--- src/rtl/aru_pkg.sv ---
// AES round unit package: field widths, stage payload types, S-box tables
// and GF(2^8) helpers. Used by the interfaces and every RTL module.
package aru_pkg;

  localparam int WORD_W = 64;
  localparam int MODE_W = 2;

  typedef logic [15:0][7:0] aru_blk_t;

  typedef enum logic [MODE_W-1:0] {
    MODE_ENC      = 2'd0,
    MODE_ENC_LAST = 2'd1,
    MODE_DEC      = 2'd2,
    MODE_DEC_LAST = 2'd3
  } aru_mode_t;

  typedef struct packed {
    aru_mode_t mode;
    aru_blk_t  state;
    aru_blk_t  key;
  } aru_req_t;

  typedef struct packed {
    logic     last;
    logic     dec;
    aru_blk_t data;
    aru_blk_t key;
  } aru_sub_t;

  typedef struct packed {
    aru_blk_t data;
    aru_blk_t key;
  } aru_mix_t;

  localparam logic [7:0] FWD_SBOX [256] = '{
    8'h63,8'h7c,8'h77,8'h7b,8'hf2,8'h6b,8'h6f,8'hc5,8'h30,8'h01,8'h67,8'h2b,8'hfe,8'hd7,8'hab,8'h76,
    8'hca,8'h82,8'hc9,8'h7d,8'hfa,8'h59,8'h47,8'hf0,8'had,8'hd4,8'ha2,8'haf,8'h9c,8'ha4,8'h72,8'hc0,
    8'hb7,8'hfd,8'h93,8'h26,8'h36,8'h3f,8'hf7,8'hcc,8'h34,8'ha5,8'he5,8'hf1,8'h71,8'hd8,8'h31,8'h15,
    8'h04,8'hc7,8'h23,8'hc3,8'h18,8'h96,8'h05,8'h9a,8'h07,8'h12,8'h80,8'he2,8'heb,8'h27,8'hb2,8'h75,
    8'h09,8'h83,8'h2c,8'h1a,8'h1b,8'h6e,8'h5a,8'ha0,8'h52,8'h3b,8'hd6,8'hb3,8'h29,8'he3,8'h2f,8'h84,
    8'h53,8'hd1,8'h00,8'hed,8'h20,8'hfc,8'hb1,8'h5b,8'h6a,8'hcb,8'hbe,8'h39,8'h4a,8'h4c,8'h58,8'hcf,
    8'hd0,8'hef,8'haa,8'hfb,8'h43,8'h4d,8'h33,8'h85,8'h45,8'hf9,8'h02,8'h7f,8'h50,8'h3c,8'h9f,8'ha8,
    8'h51,8'ha3,8'h40,8'h8f,8'h92,8'h9d,8'h38,8'hf5,8'hbc,8'hb6,8'hda,8'h21,8'h10,8'hff,8'hf3,8'hd2,
    8'hcd,8'h0c,8'h13,8'hec,8'h5f,8'h97,8'h44,8'h17,8'hc4,8'ha7,8'h7e,8'h3d,8'h64,8'h5d,8'h19,8'h73,
    8'h60,8'h81,8'h4f,8'hdc,8'h22,8'h2a,8'h90,8'h88,8'h46,8'hee,8'hb8,8'h14,8'hde,8'h5e,8'h0b,8'hdb,
    8'he0,8'h32,8'h3a,8'h0a,8'h49,8'h06,8'h24,8'h5c,8'hc2,8'hd3,8'hac,8'h62,8'h91,8'h95,8'he4,8'h79,
    8'he7,8'hc8,8'h37,8'h6d,8'h8d,8'hd5,8'h4e,8'ha9,8'h6c,8'h56,8'hf4,8'hea,8'h65,8'h7a,8'hae,8'h08,
    8'hba,8'h78,8'h25,8'h2e,8'h1c,8'ha6,8'hb4,8'hc6,8'he8,8'hdd,8'h74,8'h1f,8'h4b,8'hbd,8'h8b,8'h8a,
    8'h70,8'h3e,8'hb5,8'h66,8'h48,8'h03,8'hf6,8'h0e,8'h61,8'h35,8'h57,8'hb9,8'h86,8'hc1,8'h1d,8'h9e,
    8'he1,8'hf8,8'h98,8'h11,8'h69,8'hd9,8'h8e,8'h94,8'h9b,8'h1e,8'h87,8'he9,8'hce,8'h55,8'h28,8'hdf,
    8'h8c,8'ha1,8'h89,8'h0d,8'hbf,8'he6,8'h42,8'h68,8'h41,8'h99,8'h2d,8'h0f,8'hb0,8'h54,8'hbb,8'h16
  };

  localparam logic [7:0] DEC_SBOX [256] = '{
    8'h52,8'h09,8'h6a,8'hd5,8'h30,8'h36,8'ha5,8'h38,8'hbf,8'h40,8'ha3,8'h9e,8'h81,8'hf3,8'hd7,8'hfb,
    8'h7c,8'he3,8'h39,8'h82,8'h9b,8'h2f,8'hff,8'h87,8'h34,8'h8e,8'h43,8'h44,8'hc4,8'hde,8'he9,8'hcb,
    8'h54,8'h7b,8'h94,8'h32,8'ha6,8'hc2,8'h23,8'h3d,8'hee,8'h4c,8'h95,8'h0b,8'h42,8'hfa,8'hc3,8'h4e,
    8'h08,8'h2e,8'ha1,8'h66,8'h28,8'hd9,8'h24,8'hb2,8'h76,8'h5b,8'ha2,8'h49,8'h6d,8'h8b,8'hd1,8'h25,
    8'h72,8'hf8,8'hf6,8'h64,8'h86,8'h68,8'h98,8'h16,8'hd4,8'ha4,8'h5c,8'hcc,8'h5d,8'h65,8'hb6,8'h92,
    8'h6c,8'h70,8'h48,8'h50,8'hfd,8'hed,8'hb9,8'hda,8'h5e,8'h15,8'h46,8'h57,8'ha7,8'h8d,8'h9d,8'h84,
    8'h90,8'hd8,8'hab,8'h00,8'h8c,8'hbc,8'hd3,8'h0a,8'hf7,8'he4,8'h58,8'h05,8'hb8,8'hb3,8'h45,8'h06,
    8'hd0,8'h2c,8'h1e,8'h8f,8'hca,8'h3f,8'h0f,8'h02,8'hc1,8'haf,8'hbd,8'h03,8'h01,8'h13,8'h8a,8'h6b,
    8'h3a,8'h91,8'h11,8'h41,8'h4f,8'h67,8'hdc,8'hea,8'h97,8'hf2,8'hcf,8'hce,8'hf0,8'hb4,8'he6,8'h73,
    8'h96,8'hac,8'h74,8'h22,8'he7,8'had,8'h35,8'h85,8'he2,8'hf9,8'h37,8'he8,8'h1c,8'h75,8'hdf,8'h6e,
    8'h47,8'hf1,8'h1a,8'h71,8'h1d,8'h29,8'hc5,8'h89,8'h6f,8'hb7,8'h62,8'h0e,8'haa,8'h18,8'hbe,8'h1b,
    8'hfc,8'h56,8'h3e,8'h4b,8'hc6,8'hd2,8'h79,8'h20,8'h9a,8'hdb,8'hc0,8'hfe,8'h78,8'hcd,8'h5a,8'hf4,
    8'h1f,8'hdd,8'ha8,8'h33,8'h88,8'h07,8'hc7,8'h31,8'hb1,8'h12,8'h10,8'h59,8'h27,8'h80,8'hec,8'h5f,
    8'h60,8'h51,8'h7f,8'ha9,8'h19,8'hb5,8'h4a,8'h0d,8'h2d,8'he5,8'h7a,8'h9f,8'h93,8'hc9,8'h9c,8'hef,
    8'ha0,8'he0,8'h3b,8'h4d,8'hae,8'h2a,8'hf5,8'hb0,8'hc8,8'heb,8'hbb,8'h3c,8'h83,8'h53,8'h99,8'h61,
    8'h17,8'h2b,8'h04,8'h7e,8'hba,8'h77,8'hd6,8'h26,8'he1,8'h69,8'h14,8'h63,8'h55,8'h21,8'h0c,8'h7d
  };

  localparam logic [7:0] GF_POLY = 8'h1b;

  function automatic logic [7:0] gf_xt(input logic [7:0] a);
    gf_xt = {a[6:0], 1'b0} ^ (a[7] ? GF_POLY : 8'h00);
  endfunction

  function automatic logic [31:0] mix_col(input logic [31:0] col, input logic inv);
    logic [3:0][7:0] a;
    logic [3:0][7:0] x2;
    logic [3:0][7:0] x4;
    logic [3:0][7:0] x8;
    logic [3:0][7:0] m1;
    logic [3:0][7:0] m2;
    logic [3:0][7:0] m3;
    logic [3:0][7:0] m0;
    logic [3:0][7:0] o;
    a = col;
    for (int j = 0; j < 4; j++) begin
      x2[j] = gf_xt(a[j]);
      x4[j] = gf_xt(x2[j]);
      x8[j] = gf_xt(x4[j]);
      if (inv) begin
        m0[j] = x8[j] ^ x4[j] ^ x2[j];
        m1[j] = x8[j] ^ x2[j] ^ a[j];
        m2[j] = x8[j] ^ x4[j] ^ a[j];
        m3[j] = x8[j] ^ a[j];
      end else begin
        m0[j] = x2[j];
        m1[j] = x2[j] ^ a[j];
        m2[j] = a[j];
        m3[j] = a[j];
      end
    end
    for (int r = 0; r < 4; r++) begin
      o[r] = m0[r] ^ m1[(r + 1) % 4] ^ m2[(r + 2) % 4] ^ m3[(r + 3) % 4];
    end
    mix_col = o;
  endfunction

endpackage

--- src/rtl/aru_mix_stage.sv ---
// Second pipeline stage: MixColumns or InvMixColumns, bypassed on last rounds.
// Depends on aru_pkg for the GF(2^8) column function and payload types.
module aru_mix_stage import aru_pkg::*; (
  input  logic     clk,
  input  logic     rst_n,
  input  logic     up_valid,
  output logic     up_ready,
  input  aru_sub_t up_data,
  output logic     dn_valid,
  input  logic     dn_ready,
  output aru_mix_t dn_data
);

  logic     valid_r;
  aru_mix_t data_r;
  aru_mix_t data_nxt;

  always_comb begin
    data_nxt.key  = up_data.key;
    data_nxt.data = up_data.data;
    if (!up_data.last) begin
      for (int c = 0; c < 4; c++) begin
        data_nxt.data[4 * c +: 4] = mix_col(up_data.data[4 * c +: 4], up_data.dec);
      end
    end
  end

  assign up_ready = !valid_r || dn_ready;

  always_ff @(posedge clk) begin
    if (!rst_n) begin
      valid_r <= 1'b0;
    end else if (up_ready) begin
      valid_r <= up_valid;
    end
  end

  always_ff @(posedge clk) begin
    if (up_ready && up_valid) begin
      data_r <= data_nxt;
    end
  end

  assign dn_valid = valid_r;
  assign dn_data  = data_r;

endmodule

--- config.mk ---
export PLATFORM = sky130hd
export DESIGN_NAME = aru_mix_stage
export DESIGN_NICKNAME = d
export VERILOG_FILES = /design/src/rtl/aru_pkg.sv /design/src/rtl/aru_mix_stage.sv
export SDC_FILE = /design/constraint.sdc
export NUM_CORES = 1
export LEC_CHECK = 0
export ABC_AREA = 1
export BUFFER_PORTS_ARGS = -buffer_cell sky130_fd_sc_hd__buf_2
export CAP_MARGIN = 10
export CELL_PAD_IN_SITES_DETAIL_PLACEMENT = 0
export CELL_PAD_IN_SITES_GLOBAL_PLACEMENT = 1
export CORE_ASPECT_RATIO = 0.6
export CORE_MARGIN = 2
export CORE_UTILIZATION = 36
export DETAILED_ROUTE_END_ITERATION = 8
export PLACE_DENSITY = 0.78
export SLEW_MARGIN = 40
export SYNTH_ARGS = -nofsm -noshare
export SYNTH_HDL_FRONTEND = slang
export SYNTH_SLANG_ARGS = --single-unit
--- constraint.sdc ---
create_clock -name clk -period 13.55 [get_ports clk]
set_input_delay 0.6775 -clock clk [delete_from_list [all_inputs] [get_ports clk]]
set_output_delay 0.6775 -clock clk [all_outputs]
set_load 0.03 [all_outputs]
; Word-level counts from Yosys, hierarchy flattened
; Cells that the tools add are included.
; Widths: inputs -> output; s select.
[totals]
reg_bits = 257
latchBits = 0
ram_bits = 0
rom_bits = 0
input_bits = 262
out_inout_bits = 258
elab_cells = 421
n_memories = 0
[classes]
add_sub_neg = 0
mul = 0
n_div = 0
magnitude_cmp = 0
n_eq_ne = 0
shifts = 0
mux = 177
bitwise = 208
reduce_logical = 3
[ops]
columns = op, n
row1 = $xor 8x8->8, 160
row2 = $mux 8, 128
row3 = $xor 8x5->8, 48
row4 = $mux 5, 48
row5 = $mux 128, 1
row6 = $logic_and 1x1->1, 1
row7 = $logic_not 1->1, 1
row8 = $logic_or 1x1->1, 1

; Logic depth before layout (Yosys ltp)
[logic_depth]
depth_word = 14
depth_mapped = 17
depth_no_buf = 16

; Least setup slack after synthesis
; Ideal clock, no wire load.
[synth_path]
kind = input port to flip-flop
from = input up_valid
to = register data_r (netlist bit dn_data[0]), enable pin
setup_ns = 0.958
t_arrival_ns = 12.990
required_ns = 12.592
path_slack_ns = -0.398
stages = 2
n_path_buf = 0
path_cell_list = inv_1 -> a21oi_1
[synth_via]
elab_chain_len = 1
[synth_lines]
columns = element, line
row1 = start: declaration, aru_mix_stage.sv:6  ; input logic up_valid,
row2 = $logic_and 1x1->1, aru_mix_stage.sv:39  ; if (up_ready && up_valid) begin
row3 = end signal: assignment, aru_mix_stage.sv:40  ; data_r <= data_nxt;
row4 = end: declaration, aru_mix_stage.sv:15  ; aru_mix_t data_r;
; No other way between the ends.
; A chain may end at the register's enable or synchronous reset.

==> impl_metrics.toml <==
[detailed_routing]
totalWireLength_um = 96500
drt-initial-drc-count = 2925
drc = 0
ant_nets = 0
routed_via_density = 4.95
drtPass1Iterations = 7
wl_per_cell_um = 19.4
num_vias = 24710

[setup_path]
worstReg2RegEnd = "dn_data[242]"
worstRegToRegCells = 3
end_kind = "register"
reg2reg_slack_ns = 11.20
rr_startpoint = "dn_valid"
required_ns = 13.85
startpoint = "up_data[256]"
arrival_ns = 3.22
criticalPathCategory = "in -> reg"
cp_max_fo = 98
cp-endpoint = "dn_data[207]"
worstSetupStartpointType = "input pin"

[placement]
dp.final_hpwl_um = 76100
place.gp.congestion = 0.951
port_buffers = 519

[logic_synthesis]
async_reset_ff_frac = 0
yosysTopAreaCellShare = 0.312
syn_area_per_cell_um2 = 6.76
syn-num-nets = 3905
yosys.area.top_type = "edfxtp_1"
synth-adder-area-share = 0
synth_top_family_by_area = "simple AND/OR/NAND/NOR gates"
synth.most_common_cell = "nand2_1"
ys_types = 41
synth_cells = 3643
synth-edff-count = 256
synthSimpleGateAreaFrac = 0.360
synth_area_leaders = "edfxtp_1 31%, nand2_1 23%, xor2_1 14%"
synth_compound_area_frac = 0.0391
synthFlopType = "edfxtp_1"
yosys-top-cells-count = "1519 x nand2_1, 462 x nand3_1, 387 x xor2_1, 350 x inv_1, 256 x edfxtp_1"
synth_area_um2 = 24600
synth_mux_area_frac = 0
synth_warnings = 0
synth_xor_area_frac = 0.197
ys_ff_latch = 257
yosysSeqAreaShare = 0.313

[sta]
fin_worst_skew_ns = 0.0108
drv_slew = 0
rsz0062_at_grt = "false"
finalHoldViolations = 0
worst_slew_pin_slew_ns = 0.826
max_freq_ghz = 0.343
setup_tns_ns = 0
setup_violations = 0
slew_headroom = 0.443
period_needed_ns = 2.91
fin_crit_sh = 0.215

[finish]
fin_nets = 4309
utilization = 0.422
area_growth_pct = 16.3
nFillCells = 7193
final_layout_size_suffix_gt1_frac = 0.152

[grt]
grt_usage = 0.261
grt_pass1_vias = 21507
antenna_found_initial = 7
grt_pass1_wl_um = 139000
grt_max_degree = 99
grt_overflow_total = 0

[floorplanning]
start_util = 0.363
die_x_um = 342
core-area_um2 = 67900
ios = 520
die_h_um = 207
rows = 74
die_area_um2 = 70600

[power]
p_per_area_nw_per_um2 = 110
p_leak_nw = 14.9
vdd_drop_max_v = 0.0000931

[clock_tree]
root_buffer = "clkbuf_16"
cts_inserted_buffers = 29
cts_hold_buf = 0
insertion_delay_ns = 0.61
post_cts_resized = 0
post-cts-setup-buffers = 0
cts_tree = "done"
cts_sinks = 257
clkTransAtPathRegs_ns = 0.07
htreeDepth = 1
clk_path_buf_depth = 3

[run]
max-cap-violations = 0

[run_status]
outcome = "completed"

[hold_path]
hp-start = "up_data[76]"
hp-class = "in -> reg"
==> worst max-delay path, cell delays in order <==
cell	delay [ns]
clkbuf_8	0.52
buf_6	0.64
nand2_1	0.33
xor2_1	0.42
xnor2_1	0.13
or2_1	0.23
nand3_1	0.08
o21ai_0	0.12
==> layout make-up <==
type                       instances  area, µm²  area share
sequential                       257       7710       0.269
inverter                         368       1390      0.0485
multi-input combinational       2860      14700       0.513
clock buffer                      32        737      0.0257
antenna                            7       17.5    0.000611
timing repair buffer             531       2740      0.0957
clock inverter                    21        224     0.00782
tap                              912       1140      0.0398
==> placed cells by master (no fill, tap or decap), drive strengths merged, types with 17 or more instances in the layout <==
master	n
nand2	1521
buf	530
nand3	470
xor2	389
inv	374
edfxtp	256
xnor2	161
o21ai	121
nor2	48
a21oi	43
clkbuf	33
nand4	32
or2	29
nand3b	17
==> stage by stage <==
step	power, W	cells	cell area (µm²)	worst slack [ns]	hold slack (ns)
4_1_cts	0.00316	4980	28600	10.66	0.196
5_1_grt	0.00334	4981	28600	10.52	0.207
6_report	0.00315	4988	28600	10.64	0.238
3_5_place_dp	0.00232	4927	27600	10.01	0.558
3_3_place_gp	0.00231	4926	27600	9.81	0.546
2_1_floorplan	0.00197	3643	24600	4.89	0.776
==> metal layers <==
| layer | GRT usage | up-vias | part of all wire |
|---|---|---|---|
| li1 | - | 12321 | - |
| met1 | 0.429 | 11180 | 0.50 |
| met2 | 0.339 | 1132 | 0.37 |
| met3 | 0.0657 | 73 | 0.11 |
| met4 | 0.0293 | 4 | 0.011 |
| met5 | 0 | - | 0.00027 |
==> state kept, by name (all words and copies together), names as in the netlist <==
register and flops:
dn_valid 1, dn_data 256
==> cells by family after synthesis <==
logic type / count (synthesis)
xor+xnor: 550
compound gates: 183
flops: 257
simple gates: 2127
buf+inv: 526
==> worst min path at each step <==
| stage | endpoint | cells past startpoint |
|---|---|---|
| 4_1_cts | dn_data[87] | 1 |
| 3_3_place_gp | dn_valid | 2 |
| 5_1_grt | dn_data[78] | 1 |
| 2_1_floorplan | dn_data[0] | 0 |
| 6_report | dn_data[76] | 1 |
| 3_5_place_dp | dn_valid | 2 |
==> where the power goes <==
part / leakage (nW) / switching (W) / internal, W
clock: 0.467 / 0.000368 / 0.000456
combinational: 11.9 / 0.000910 / 0.000415
sequential: 2.49 / 0.0000236 / 0.000974
(Power assumes the default switching activity.)
